--- config.mk ---
export PLATFORM = sky130hd
export DESIGN_NAME = charging_breath_led_sequencer_unit
export DESIGN_NICKNAME = d
export VERILOG_FILES = /design/src/sv/cbl_pkg.sv /design/src/sv/charging_breath_led_sequencer_unit.sv /design/src/sv/cbl_ctrl.sv /design/src/sv/cbl_datapath.sv
export SDC_FILE = /design/constraint.sdc
export NUM_CORES = 1
export LEC_CHECK = 0
export ABC_AREA = 1
export BUFFER_PORTS_ARGS = -buffer_cell sky130_fd_sc_hd__buf_4
export CAP_MARGIN = 20
export CORE_ASPECT_RATIO = 1.2
export CORE_MARGIN = 4
export CORE_UTILIZATION = 55
export DETAILED_ROUTE_END_ITERATION = 10
export GPL_TIMING_DRIVEN = 1
export PLACE_DENSITY = 0.79
export SETUP_SLACK_MARGIN = 0.1
export SYNTH_ARGS = -nofsm -noshare
export SYNTH_HDL_FRONTEND = slang
export SYNTH_SLANG_ARGS = --single-unit
--- constraint.sdc ---
create_clock -name clk -period 8.4 [get_ports clk]
set_clock_uncertainty 0.05 [all_clocks]
set_input_delay 0.84 -clock clk [delete_from_list [all_inputs] [get_ports clk]]
set_output_delay 0.84 -clock clk [all_outputs]
set_load 0.005 [all_outputs]
--- src/sv/cbl_pkg.sv ---
// Shared types and constants for the charging breath LED sequencer.
// Used by every module of the block; depends on nothing.
package cbl_pkg;

	localparam int STEP_BITS_DEF = 10;
	localparam int TIME_BITS_DEF = 16;
	localparam int ADDR_BITS     = 5;

	localparam logic [2:0] REG_COLOR    = 3'd0;
	localparam logic [2:0] REG_STEPS    = 3'd1;
	localparam logic [2:0] REG_STEP_T   = 3'd2;
	localparam logic [2:0] REG_HOLD_T   = 3'd3;
	localparam logic [2:0] REG_FULL_LVL = 3'd4;

	typedef struct packed {
		logic       usb_powered;
		logic [6:0] charge_pct;
	} cbl_in_t;

	typedef struct packed {
		logic [7:0] red;
		logic [7:0] green;
		logic [7:0] blue;
		logic       refresh;
	} cbl_out_t;

	typedef struct packed {
		logic [23:0] indicator_color;
		logic [9:0]  breath_steps;
		logic [15:0] step_ticks;
		logic [15:0] off_hold_ticks;
		logic [6:0]  full_level;
	} cbl_cfg_t;

	typedef struct packed {
		logic load;
		logic iter;
		logic div_step;
		logic div_last;
		logic out_load;
	} cbl_cmd_t;

	typedef struct packed {
		logic ticks_zero;
		logic show;
	} cbl_stat_t;

endpackage

--- src/sv/charging_breath_led_sequencer_unit.sv ---
// Top level of the charging breath LED sequencer: register port, controller, datapath.
// Depends on cbl_pkg, cbl_ctrl and cbl_datapath.
//
//  channel  direction  handshake                 payload
//  tick     in         tick_valid / tick_stall   cbl_in_t  (usb_powered, charge_pct)
//  led      out        led_valid / led_stall     cbl_out_t (red, green, blue, refresh)
//  cfg      in         psel/penable/pwrite       paddr, pwdata, prdata
//
// One request per tick, one result per request. A tick goes from the decision state to
// the result state, via the divider state when a new step is shown: the restoring
// divider that scales the three channels runs one quotient bit per cycle.
// Reset clears sequencer state to the hold phase with dark colour and registers to defaults.
// A stalled result waits in the output register; the next tick is taken meanwhile and
// finishes once the result slot frees.
module charging_breath_led_sequencer_unit
	import cbl_pkg::*;
#(
	parameter int STEP_BITS = STEP_BITS_DEF,
	parameter int TIME_BITS = TIME_BITS_DEF
) (
	input  logic                 clk,
	input  logic                 arst_n,
	input  logic                 psel,
	input  logic                 penable,
	input  logic                 pwrite,
	input  logic [ADDR_BITS-1:0] paddr,
	input  logic [31:0]          pwdata,
	output logic [31:0]          prdata,
	output logic                 pready,
	input  logic                 tick_valid,
	output logic                 tick_stall,
	input  cbl_in_t              tick,
	output logic                 led_valid,
	input  logic                 led_stall,
	output cbl_out_t             led
);

	cbl_cfg_t  cfg_q;
	cbl_cmd_t  cmd;
	cbl_stat_t stat;
	logic      wr;

	assign pready = 1'b1;
	assign wr     = psel && penable && pwrite;

	always_ff @(posedge clk or negedge arst_n) begin
		if (!arst_n) begin
			cfg_q.indicator_color <= 24'hff0000;
			cfg_q.breath_steps    <= 10'd32;
			cfg_q.step_ticks      <= 16'd20;
			cfg_q.off_hold_ticks  <= 16'd500;
			cfg_q.full_level      <= 7'd95;
		end else if (wr) begin
			unique case (paddr[4:2])
				REG_COLOR:    cfg_q.indicator_color <= pwdata[23:0];
				REG_STEPS:    cfg_q.breath_steps    <= pwdata[9:0];
				REG_STEP_T:   cfg_q.step_ticks      <= pwdata[15:0];
				REG_HOLD_T:   cfg_q.off_hold_ticks  <= pwdata[15:0];
				REG_FULL_LVL: cfg_q.full_level      <= pwdata[6:0];
				default: ;
			endcase
		end
	end

	always_comb begin
		unique case (paddr[4:2])
			REG_COLOR:    prdata = 32'(cfg_q.indicator_color);
			REG_STEPS:    prdata = 32'(cfg_q.breath_steps);
			REG_STEP_T:   prdata = 32'(cfg_q.step_ticks);
			REG_HOLD_T:   prdata = 32'(cfg_q.off_hold_ticks);
			REG_FULL_LVL: prdata = 32'(cfg_q.full_level);
			default:      prdata = 32'd0;
		endcase
	end

	cbl_ctrl #(
		.STEP_BITS(STEP_BITS)
	) u_ctrl (
		.clk       (clk),
		.arst_n    (arst_n),
		.tick_valid(tick_valid),
		.tick_stall(tick_stall),
		.led_valid (led_valid),
		.led_stall (led_stall),
		.stat      (stat),
		.cmd       (cmd)
	);

	cbl_datapath #(
		.STEP_BITS(STEP_BITS),
		.TIME_BITS(TIME_BITS)
	) u_datapath (
		.clk   (clk),
		.arst_n(arst_n),
		.cfg   (cfg_q),
		.tick  (tick),
		.cmd   (cmd),
		.stat  (stat),
		.led   (led)
	);

	a_busy_after_accept: assert property (@(posedge clk) disable iff (!arst_n)
		tick_valid && !tick_stall |=> tick_stall)
		else $error("request accepted while the sequencer stayed open");

	a_cmd_exclusive: assert property (@(posedge clk) disable iff (!arst_n)
		cmd.load |-> !(cmd.iter || cmd.div_step || cmd.out_load))
		else $error("load overlaps other commands");

	a_div_follows_show: assert property (@(posedge clk) disable iff (!arst_n)
		cmd.iter && stat.show |=> cmd.div_step)
		else $error("divider did not start after a new step");

	a_result_shown: assert property (@(posedge clk) disable iff (!arst_n)
		cmd.out_load |=> led_valid)
		else $error("result register loaded but not presented");

endmodule

--- src/sv/cbl_ctrl.sv ---
// Sequencer controller: tick acceptance, decision loop, divider count, result slot.
// Depends on cbl_pkg; drives commands into cbl_datapath.
module cbl_ctrl
	import cbl_pkg::*;
#(
	parameter int STEP_BITS = STEP_BITS_DEF
) (
	input  logic      clk,
	input  logic      arst_n,
	input  logic      tick_valid,
	output logic      tick_stall,
	output logic      led_valid,
	input  logic      led_stall,
	input  cbl_stat_t stat,
	output cbl_cmd_t  cmd
);

	localparam int DIV_STEPS = 8 + STEP_BITS;
	localparam int CW = $clog2(DIV_STEPS);
	localparam logic [CW-1:0] DIV_LAST = CW'(DIV_STEPS - 1);

	localparam logic [1:0] S_IDLE = 2'd0;
	localparam logic [1:0] S_RUN  = 2'd1;
	localparam logic [1:0] S_DIV  = 2'd2;
	localparam logic [1:0] S_FIN  = 2'd3;

	logic [1:0]    state_q, state_nx;
	logic [CW-1:0] cnt_q;
	logic          led_valid_q;

	always_comb begin
		cmd = '0;
		state_nx = state_q;
		unique case (state_q)
			S_IDLE: begin
				if (tick_valid) begin
					cmd.load = 1'b1;
					state_nx = S_RUN;
				end
			end
			S_RUN: begin
				if (stat.ticks_zero) begin
					cmd.iter = 1'b1;
					if (stat.show) state_nx = S_DIV;
				end else begin
					state_nx = S_FIN;
				end
			end
			S_DIV: begin
				cmd.div_step = 1'b1;
				if (cnt_q == DIV_LAST) begin
					cmd.div_last = 1'b1;
					state_nx = S_FIN;
				end
			end
			S_FIN: begin
				if (!led_valid_q || !led_stall) begin
					cmd.out_load = 1'b1;
					state_nx = S_IDLE;
				end
			end
		endcase
	end

	always_ff @(posedge clk or negedge arst_n) begin
		if (!arst_n) begin
			state_q     <= S_IDLE;
			cnt_q       <= '0;
			led_valid_q <= 1'b0;
		end else begin
			state_q <= state_nx;
			if (cmd.iter) cnt_q <= '0;
			else if (cmd.div_step) cnt_q <= cnt_q + 1'b1;
			led_valid_q <= cmd.out_load | (led_valid_q & led_stall);
		end
	end

	assign tick_stall = (state_q != S_IDLE);
	assign led_valid  = led_valid_q;

endmodule

--- src/sv/cbl_datapath.sv ---
// Sequencer datapath: phase, step and tick counters, scaling divider, result register.
// Depends on cbl_pkg; steered by cbl_ctrl.
module cbl_datapath
	import cbl_pkg::*;
#(
	parameter int STEP_BITS = STEP_BITS_DEF,
	parameter int TIME_BITS = TIME_BITS_DEF
) (
	input  logic      clk,
	input  logic      arst_n,
	input  cbl_cfg_t  cfg,
	input  cbl_in_t   tick,
	input  cbl_cmd_t  cmd,
	output cbl_stat_t stat,
	output cbl_out_t  led
);

	localparam int W = 8 + STEP_BITS;
	localparam logic [1:0] PH_HOLD = 2'd0;
	localparam logic [1:0] PH_UP   = 2'd1;
	localparam logic [1:0] PH_DOWN = 2'd2;
	localparam logic [1:0] PH_IDLE = 2'd3;
	localparam logic [16:0] STEP_MAX_X = 17'((64'd1 << STEP_BITS) - 64'd1);
	localparam logic [32:0] TIME_MAX_X = 33'((64'd1 << TIME_BITS) - 64'd1);

	logic [1:0]           phase_q;
	logic [STEP_BITS-1:0] step_q, idle_q;
	logic [TIME_BITS-1:0] ticks_q;
	logic [23:0]          shown_q;
	logic                 refresh_q, charging_q;
	logic [W-1:0]         quo_q [3];
	logic [STEP_BITS-1:0] rem_q [3];
	cbl_out_t             led_q;

	logic [16:0]          n_x;
	logic [32:0]          st_x, ht_x;
	logic [STEP_BITS-1:0] n, show_s, s_clamp;
	logic [TIME_BITS-1:0] est, hold_t;
	logic [STEP_BITS:0]   step_inc;
	logic [1:0]           show_ph;
	logic                 show, do_hold, do_idle, do_idle_dec;
	logic [7:0]           chan [3];
	logic [W-1:0]         quo_ld [3], quo_nx [3];
	logic [STEP_BITS:0]   rem_sh [3];
	logic [STEP_BITS-1:0] rem_nx [3];
	logic                 ge [3];

	always_comb begin
		n_x = (cfg.breath_steps == 10'd0) ? 17'd1 :
			((17'(cfg.breath_steps) > STEP_MAX_X) ? STEP_MAX_X : 17'(cfg.breath_steps));
		n = n_x[STEP_BITS-1:0];
		st_x = (cfg.step_ticks == 16'd0) ? 33'd1 : 33'(cfg.step_ticks);
		if (st_x > TIME_MAX_X) st_x = TIME_MAX_X;
		est = st_x[TIME_BITS-1:0];
		ht_x = 33'(cfg.off_hold_ticks);
		if (ht_x > TIME_MAX_X) ht_x = TIME_MAX_X;
		hold_t = ht_x[TIME_BITS-1:0];
	end

	always_comb begin
		step_inc    = {1'b0, step_q} + 1'b1;
		show        = 1'b0;
		show_ph     = PH_UP;
		show_s      = '0;
		do_hold     = 1'b0;
		do_idle     = 1'b0;
		do_idle_dec = 1'b0;
		unique case (phase_q)
			PH_HOLD, PH_IDLE: begin
				if (phase_q == PH_IDLE && idle_q != '0) do_idle_dec = 1'b1;
				else if (!charging_q) do_idle = 1'b1;
				else show = 1'b1;
			end
			PH_UP: begin
				if (!charging_q) begin
					do_hold = 1'b1;
				end else if (step_inc <= {1'b0, n}) begin
					show = 1'b1;
					show_s = step_inc[STEP_BITS-1:0];
				end else begin
					show = 1'b1;
					show_ph = PH_DOWN;
					show_s = n - 1'b1;
				end
			end
			PH_DOWN: begin
				if (step_q == '0 || !charging_q) begin
					do_hold = 1'b1;
				end else begin
					show = 1'b1;
					show_ph = PH_DOWN;
					show_s = step_q - 1'b1;
				end
			end
		endcase
		s_clamp = (show_s > n) ? n : show_s;
	end

	always_comb begin
		chan[0] = cfg.indicator_color[23:16];
		chan[1] = cfg.indicator_color[15:8];
		chan[2] = cfg.indicator_color[7:0];
		for (int i = 0; i < 3; i++) begin
			quo_ld[i] = W'(chan[i]) * W'(s_clamp);
			rem_sh[i] = {rem_q[i], quo_q[i][W-1]};
			ge[i]     = (rem_sh[i] >= {1'b0, n});
			rem_nx[i] = ge[i] ? STEP_BITS'(rem_sh[i] - {1'b0, n}) : rem_sh[i][STEP_BITS-1:0];
			quo_nx[i] = {quo_q[i][W-2:0], ge[i]};
		end
	end

	always_ff @(posedge clk or negedge arst_n) begin
		if (!arst_n) begin
			phase_q    <= PH_HOLD;
			step_q     <= '0;
			idle_q     <= '0;
			ticks_q    <= '0;
			shown_q    <= '0;
			refresh_q  <= 1'b0;
			charging_q <= 1'b0;
		end else begin
			if (cmd.load) begin
				charging_q <= tick.usb_powered && (tick.charge_pct != 7'd0)
					&& (tick.charge_pct < cfg.full_level);
				refresh_q <= 1'b0;
				if (ticks_q != '0) ticks_q <= ticks_q - 1'b1;
			end
			if (cmd.iter) begin
				if (do_idle_dec) begin
					idle_q  <= idle_q - 1'b1;
					ticks_q <= est;
				end else begin
					refresh_q <= 1'b1;
				end
				if (do_idle) begin
					shown_q <= '0;
					phase_q <= PH_IDLE;
					idle_q  <= n - 1'b1;
					ticks_q <= est;
				end
				if (do_hold) begin
					shown_q <= '0;
					phase_q <= PH_HOLD;
					ticks_q <= hold_t;
				end
				if (show) begin
					phase_q <= show_ph;
					step_q  <= show_s;
					ticks_q <= est;
				end
			end
			if (cmd.div_last) shown_q <= {quo_nx[0][7:0], quo_nx[1][7:0], quo_nx[2][7:0]};
		end
	end

	always_ff @(posedge clk) begin
		for (int i = 0; i < 3; i++) begin
			if (cmd.iter && show) begin
				quo_q[i] <= quo_ld[i];
				rem_q[i] <= '0;
			end else if (cmd.div_step) begin
				quo_q[i] <= quo_nx[i];
				rem_q[i] <= rem_nx[i];
			end
		end
		if (cmd.out_load) begin
			led_q.red     <= shown_q[23:16];
			led_q.green   <= shown_q[15:8];
			led_q.blue    <= shown_q[7:0];
			led_q.refresh <= refresh_q;
		end
	end

	assign stat.ticks_zero = (ticks_q == '0);
	assign stat.show       = show;
	assign led             = led_q;

endmodule

==> flow_metrics.env, run 1 <==
export IMPL_globalRouteOverflowTotal=0
export IMPL_numCtsBuffers=28
export IMPL_ios=112
export IMPL_required_ns=8.67
export IMPL_antenna_found_initial=0
export IMPL_worstPathMaxFanout=6
export IMPL_slew_violations=0
export IMPL_ys_flop_type="dfrtp_1"
export IMPL_period_needed_ns=8.39
export IMPL_io_buffers=92
export IMPL_power_density_nw_per_um2=275
export IMPL_yosysMostFrequentCell="inv_1"
export IMPL_ys_seq_area_frac=0.322
export IMPL_cts_tree="built"
export IMPL_die_w_um=189
export IMPL_nets=3224
export IMPL_critPathKind="reg -> reg"
export IMPL_fp_row_count=79
export IMPL_cts_reportedPaths_clkPinSlew_ns=0.07
export IMPL_htree_levels=1
export IMPL_irDropWorstVdd_mv=0.266
export IMPL_yosys_register_bits=254
export IMPL_ys_top_cells_by_area="edfxtp_1 15%, dfrtp_1 14%, fa_1 14%"
export IMPL_grt_use_total=0.280
export IMPL_wl_um=63400
export IMPL_die_h_um=225
export IMPL_p_leak_nw=12.8
export IMPL_dieArea_um2=42400
export IMPL_grt_max_degree=99
export IMPL_synth_edf_count=109
export IMPL_maxCapViolCount=0
export IMPL_place_gp_congestion=0.975
export IMPL_diodes=0
export IMPL_async_flop_share=0.571
export IMPL_clock_path_buffers=3
export IMPL_cts_sinks=254
export IMPL_cp_start_kind="register"
export IMPL_syn2layout_area_growth_pct=21.2
export IMPL_min_path_type="in -> async"
export IMPL_synth_warnings=0
export IMPL_first_iter_violations=1694
export IMPL_multi_input_area_um2=13300
export IMPL_setup_viol=0
export IMPL_yosys_area_top_type="edfxtp_1"
export IMPL_wl_per_cell_um=18.7
export IMPL_utilization=0.673
export IMPL_fillers=2983
export IMPL_initial_core_util=0.555
export IMPL_tightest_slew_ns=1.02
export IMPL_dpl_hpwl_um=46100
export IMPL_period_share=0.999
export IMPL_synth_cell_types=61
export IMPL_avgSynthCellArea_um2=8.31
export IMPL_ant_nets=0
export IMPL_layout_drive_gt1_share=0.209
export IMPL_synth_cell_area_um2=21500
export IMPL_fmax_mhz=119
export IMPL_drc_errors=0
export IMPL_status="complete, no violations"
export IMPL_netlist_instances=2589
export IMPL_num_vias=19300
export IMPL_rsz0062_at_grt="true"
export IMPL_crit_slowest_cell="fa_1"
export IMPL_worst_setup_path_end_kind="register"
export IMPL_synth_top_area_share=0.152
export IMPL_regArea_um2=6930
export IMPL_crit_path_frequent_cell="nand2_1"
export IMPL_grt_first_pass_wirelength_um=96400
export IMPL_drt_pre_antenna_iters=5
export IMPL_core_area_um2=38700
export IMPL_cts_root_buf="clkbuf_16"
export IMPL_routed_via_density=5.70
export IMPL_fin_hold_ws_ns=0.316
export IMPL_first_global_vias=18900
export IMPL_clock_latency_ns=0.57
export IMPL_netlist_top_cells_count="420 x inv_1, 386 x nand2_1, 304 x nor2_1"
export IMPL_arrival_ns=8.66
export IMPL_max_slew_margin=0.316
export IMPL_crit_path_max_incr_delay_ns=0.58
export IMPL_hold_viol=0
state kept, by name, indices dropped and copies added, names as in the netlist:
register               cells
cfg_q                     73
u_ctrl.cnt_q               5
u_ctrl.led_valid           1
u_ctrl.state_q             2
u_datapath.charging_q      1
u_datapath.idle_q         10
u_datapath.led            25
u_datapath.phase_q         2
u_datapath.quo_q          54
u_datapath.refresh_q       1
u_datapath.rem_q          30
u_datapath.shown_q        24
u_datapath.step_q         10
u_datapath.ticks_q        16
cell families (layout without fill, tap and decap cells):
kind of cell | count (synthesis) | after routing | share of synthesized area
xor gates and xnor gates | 69 | 69 | 0.0281
AOI/OAI and AO/OA | 494 | 494 | 0.126
other | 2 | 9 | 0.000349
adders and majority gates | 331 | 331 | 0.244
and+or+nand+nor | 901 | 902 | 0.179
buffers and inverters | 538 | 804 | 0.101
DFF | 254 | 254 | 0.322
final cells by class:
cell class | instances | share of cell area
Clock inverter | 17 | 0.00648
Tap cell | 526 | 0.0252
Multi-Input combinational cell | 1805 | 0.512
Inverter | 439 | 0.0633
Timing Repair Buffer | 313 | 0.0970
Clock buffer | 35 | 0.0303
Sequential cell | 254 | 0.266
metrics by stage:
stage,power (W),cells,instance area (um2),setup TNS (ns),worst slack [ns]
6_report,0.00716,3389,26100,0,0.0105
5_1_grt,0.00766,3389,26100,-6.15,-0.460
4_1_cts,0.00677,3347,24900,0,0.104
3_5_place_dp,0.00541,3290,23800,-1.48,-0.237
3_3_place_gp,0.00525,3289,23700,-0.824,-0.160
2_1_floorplan,0.00429,2596,21500,0,0.161
path summary, 6_finish.rpt:
path	from	to	slack (ns)	depth (start not counted)
hold / removal	arst_n	cfg_q[5]	0.32	1
setup reg to reg	u_datapath.step_q[1]	u_datapath.quo_q[1][14]	0.01	54
hold reg to reg	u_datapath.shown_q[5]	u_datapath.led[6]	0.40	0
max in group asynchronous	arst_n	u_datapath.shown_q[7]	6.67	2
min in group clk	u_datapath.shown_q[5]	u_datapath.led[6]	0.40	0
setup / recovery	u_datapath.step_q[1]	u_datapath.quo_q[1][14]	0.01	54
where the power goes:
| group | internal [W] | switching (W) |
|---|---|---|
| Combinational | 0.00145 | 0.00228 |
| Clock | 0.000736 | 0.000546 |
| Sequential | 0.00191 | 0.000243 |
critical path, delay by kind of cell (launching register included):
family | cells | cell delay [ns]
compound gates | 5 | 0.63
buf+inv | 14 | 1.25
fa+ha+maj | 7 | 2.89
simple gates | 27 | 2.72
xor+xnor | 1 | 0.21
flops | 1 | 0.36
per-layer routing:
metal,global-route usage,vias to the layer above,share of wire
met5,0,-,0
met1,0.346,9341,0.37
met2,0.508,880,0.52
li1,-,8896,-
met4,0.0969,0,0.043
met3,0.0369,191,0.073
layout by cell type (no fill, tap or decap), drive strengths merged, types with 109 or more instances in the layout:
| cell | instances |
|---|---|
| fa | 147 |
| nand2 | 405 |
| ha | 184 |
| nand3 | 117 |
| nor2 | 321 |
| dfrtp | 122 |
| o21ai | 264 |
| a21oi | 150 |
| buf | 313 |
| edfxtp | 109 |
| inv | 429 |
what timing repair did:
item | 4_1_cts | 5_1_grt
pin swaps | 13 | 142
cloned | 0 | 1
endpoints found under the setup margin | 17 | 30
hold buffers | 0 | 0
setup buffers | 5 | 40
hold endpoints to repair | 0 | 0
resized for setup | 39 | 203
Note: power is estimated with default switching activity, not from simulation.
==> inputs of run 2 (changes only) <==
--- a/config.mk
+++ b/config.mk
@@ -11,6 +11,7 @@
 export CORE_ASPECT_RATIO = 1.2
 export CORE_MARGIN = 4
 export CORE_UTILIZATION = 55
+export CTS_BUF_LIST = sky130_fd_sc_hd__clkbuf_4 sky130_fd_sc_hd__clkbuf_8
 export DETAILED_ROUTE_END_ITERATION = 10
 export GPL_TIMING_DRIVEN = 1
 export PLACE_DENSITY = 0.79
==> run 2 against run 1 <==
  * Sequential cell count unchanged
  * Total power rose by 1.2%
  * Worst hold slack worse by 0.048 ns
  * Sequential share of layout area fell by 0.46 points
  * Largest power group unchanged
  * Maximum frequency is 1.5% higher
  * Largest cell class unchanged
  * Cell area increased by 1.8%
  * First-iteration DRC count shrank 8.3%
  * Sequential power is essentially flat
  * Global-route usage hardly changed
  * Critical endpoint unchanged
  * Combinational power is 2% higher
  * Die area did not move
==> flow_metrics.env, run 2 (same netlist as run 1, synthesis figures left out) <==
export IMPL_r2r_end="u_datapath.quo_q[1][14]"
export IMPL_period_needed_ns=8.27
export IMPL_irDropWorstVdd_mv=0.305
export IMPL_drt_pre_antenna_iters=6
export IMPL_fp_row_count=79
export IMPL_cts_sinks=254
export IMPL_fillers=2884
export IMPL_cts_tree="built"
export IMPL_arrival_ns=8.56
export IMPL_regArea_um2=6930
export IMPL_ant_nets=0
export IMPL_setup_ws_ns=0.132
export IMPL_multi_input_area_um2=13600
export IMPL_worst_setup_path_end_kind="register"
export IMPL_critPathKind="reg -> reg"
export IMPL_crit_slowest_cell="fa_2"
export IMPL_comb_power_share=0.526
export IMPL_required_ns=8.69
export IMPL_fmax_mhz=121
export IMPL_clock_latency_ns=0.61
export IMPL_ios=112
export IMPL_setup_viol=0
export IMPL_reg_top3="cfg_q (73), u_datapath.quo_q (54), u_datapath.rem_q (30)"
export IMPL_pwr_share_seq=0.297
export IMPL_die_h_um=225
export IMPL_mostFrequentLayoutCell="inv_1"
export IMPL_num_vias=19400
export IMPL_cts_reportedPaths_clkPinSlew_ns=0.06
export IMPL_tightest_slew_ns=1.04
export IMPL_intPower_w=0.00414
export IMPL_grt_max_degree=99
export IMPL_initial_core_util=0.555
export IMPL_grt_first_pass_wirelength_um=96000
export IMPL_dp_cells=3290
export IMPL_rsz0062_at_grt="true"
export IMPL_r2r_slack_ns=0.13
export IMPL_p_sw_w=0.00311
export IMPL_io_buffers=92
export IMPL_hold_buffers=0
export IMPL_r2r_start="u_datapath.step_q[1]"
export IMPL_diodes=0
export IMPL_status="complete, no violations"
export IMPL_globalRouteOverflowTotal=0
export IMPL_core_area_um2=38700
export IMPL_worstPathMaxFanout=6
export IMPL_largest_register="cfg_q"
export IMPL_fin_total_pwr_w=0.00725
export IMPL_clock_path_buffers=3
export IMPL_layout_drive_gt1_share=0.244
export IMPL_crit_path_max_incr_delay_ns=0.60
export IMPL_grt_use_total=0.280
export IMPL_syn2layout_area_growth_pct=23.3
export IMPL_first_global_vias=19000
export IMPL_first_iter_violations=1553
export IMPL_crit_path_frequent_cell="inv_1"
export IMPL_max_slew_margin=0.304
export IMPL_cts_root_buf="clkbuf_8"
export IMPL_largest_register_ffs=73
export IMPL_dpl_hpwl_um=46100
export IMPL_power_frac_clock=0.177
export IMPL_nets=3251
export IMPL_dieArea_um2=42400
export IMPL_p_leak_nw=12.9
export IMPL_routed_via_density=5.65
export IMPL_dp_worst_setup_slack_ns=-0.237
export IMPL_slew_violations=0
export IMPL_antenna_found_initial=1
export IMPL_hold_viol=0
export IMPL_place_gp_congestion=0.975
export IMPL_die_w_um=189
export IMPL_worstRegToRegCells=51
export IMPL_cp_start_kind="register"
export IMPL_numCtsBuffers=45
export IMPL_period_share=0.984
export IMPL_maxCapViolCount=0
export IMPL_final_cell_mix="386 x inv_1, 349 x nand2_1, 280 x buf_4, 259 x nor2_1, 229 x o21ai_0"
export IMPL_stdcell_count=3430
export IMPL_wl_per_cell_um=18.7
export IMPL_drc_errors=0
export IMPL_power_density_nw_per_um2=273
export IMPL_htree_levels=2
export IMPL_min_path_type="in -> async"
export IMPL_wl_um=64000
export IMPL_p_sw_frac=0.429
==> run 2: critical path, delay by kind of cell (launching register included) <==
family	cells	cell delay (ns)
flip-flops	1	0.36
AO/OA/AOI/OAI	6	0.51
buffers and inverters	14	1.18
XOR/XNOR	1	0.22
AND/OR/NAND/NOR	23	2.65
adder cells (fa/ha/maj)	7	3.03
==> run 2: metrics by stage <==
step	utilization	TNS, ns	hold slack, ns	area [um2]
after global placement	0.613	-0.824	0.385	23700
after CTS	0.644	0	0.311	24900
final	0.685	0	0.268	26500
after global routing	0.685	-4.28	0.354	26500
after detailed placement	0.613	-1.48	0.385	23800
after floorplan	-	0	0.375	21500
==> run 2: power by group through the flow <==
stage	Sequential [W]	Clock (W)	Combinational, W
after floorplan	0.00210	0	0.00219
after global placement	0.00214	0	0.00311
after detailed placement	0.00216	0	0.00326
after CTS	0.00214	0.00130	0.00332
after global routing	0.00219	0.00136	0.00421
final	0.00215	0.00128	0.00381
==> run 2: per-layer routing <==
metal | vias to the layer above | track usage | wire length, um
li1 | 8953 | - | -
met1 | 9424 | 0.339 | 23800
met5 | - | 0 | 14
met4 | 2 | 0.107 | 2790
met3 | 199 | 0.0407 | 4280
met2 | 818 | 0.506 | 33100
==> run 2: layout make-up <==
| cell class | count | share of cell area |
|---|---|---|
| clock inverters | 16 | 0.00622 |
| flip-flops and latches | 254 | 0.261 |
| multi-input cells | 1804 | 0.513 |
| well taps | 526 | 0.0248 |
| inverters | 439 | 0.0623 |
| clock buffers | 67 | 0.0315 |
| repair buffers | 324 | 0.101 |
==> run 2: repair_timing <==
| item | 4_1_cts | 5_1_grt |
|---|---|---|
| gates cloned | 0 | 0 |
| setup buffers | 8 | 49 |
| pin swaps | 15 | 142 |
| endpoints found under the setup margin | 16 | 30 |
| resized for setup | 39 | 313 |
==> run 2: worst max-delay path by stage <==
stage,slack [ns],start,cells after the start,end
global placement,-0.16,u_datapath.step_q[0],50,u_datapath.quo_q[1][17]
finish,0.13,u_datapath.step_q[1],51,u_datapath.quo_q[1][14]
CTS,0.10,u_datapath.step_q[0],53,u_datapath.quo_q[2][17]
detailed placement,-0.24,u_datapath.step_q[0],56,u_datapath.quo_q[0][16]
global route,-0.40,u_datapath.step_q[1],60,u_datapath.quo_q[1][17]
floorplan,0.16,u_datapath.step_q[2],56,u_datapath.quo_q[0][17]
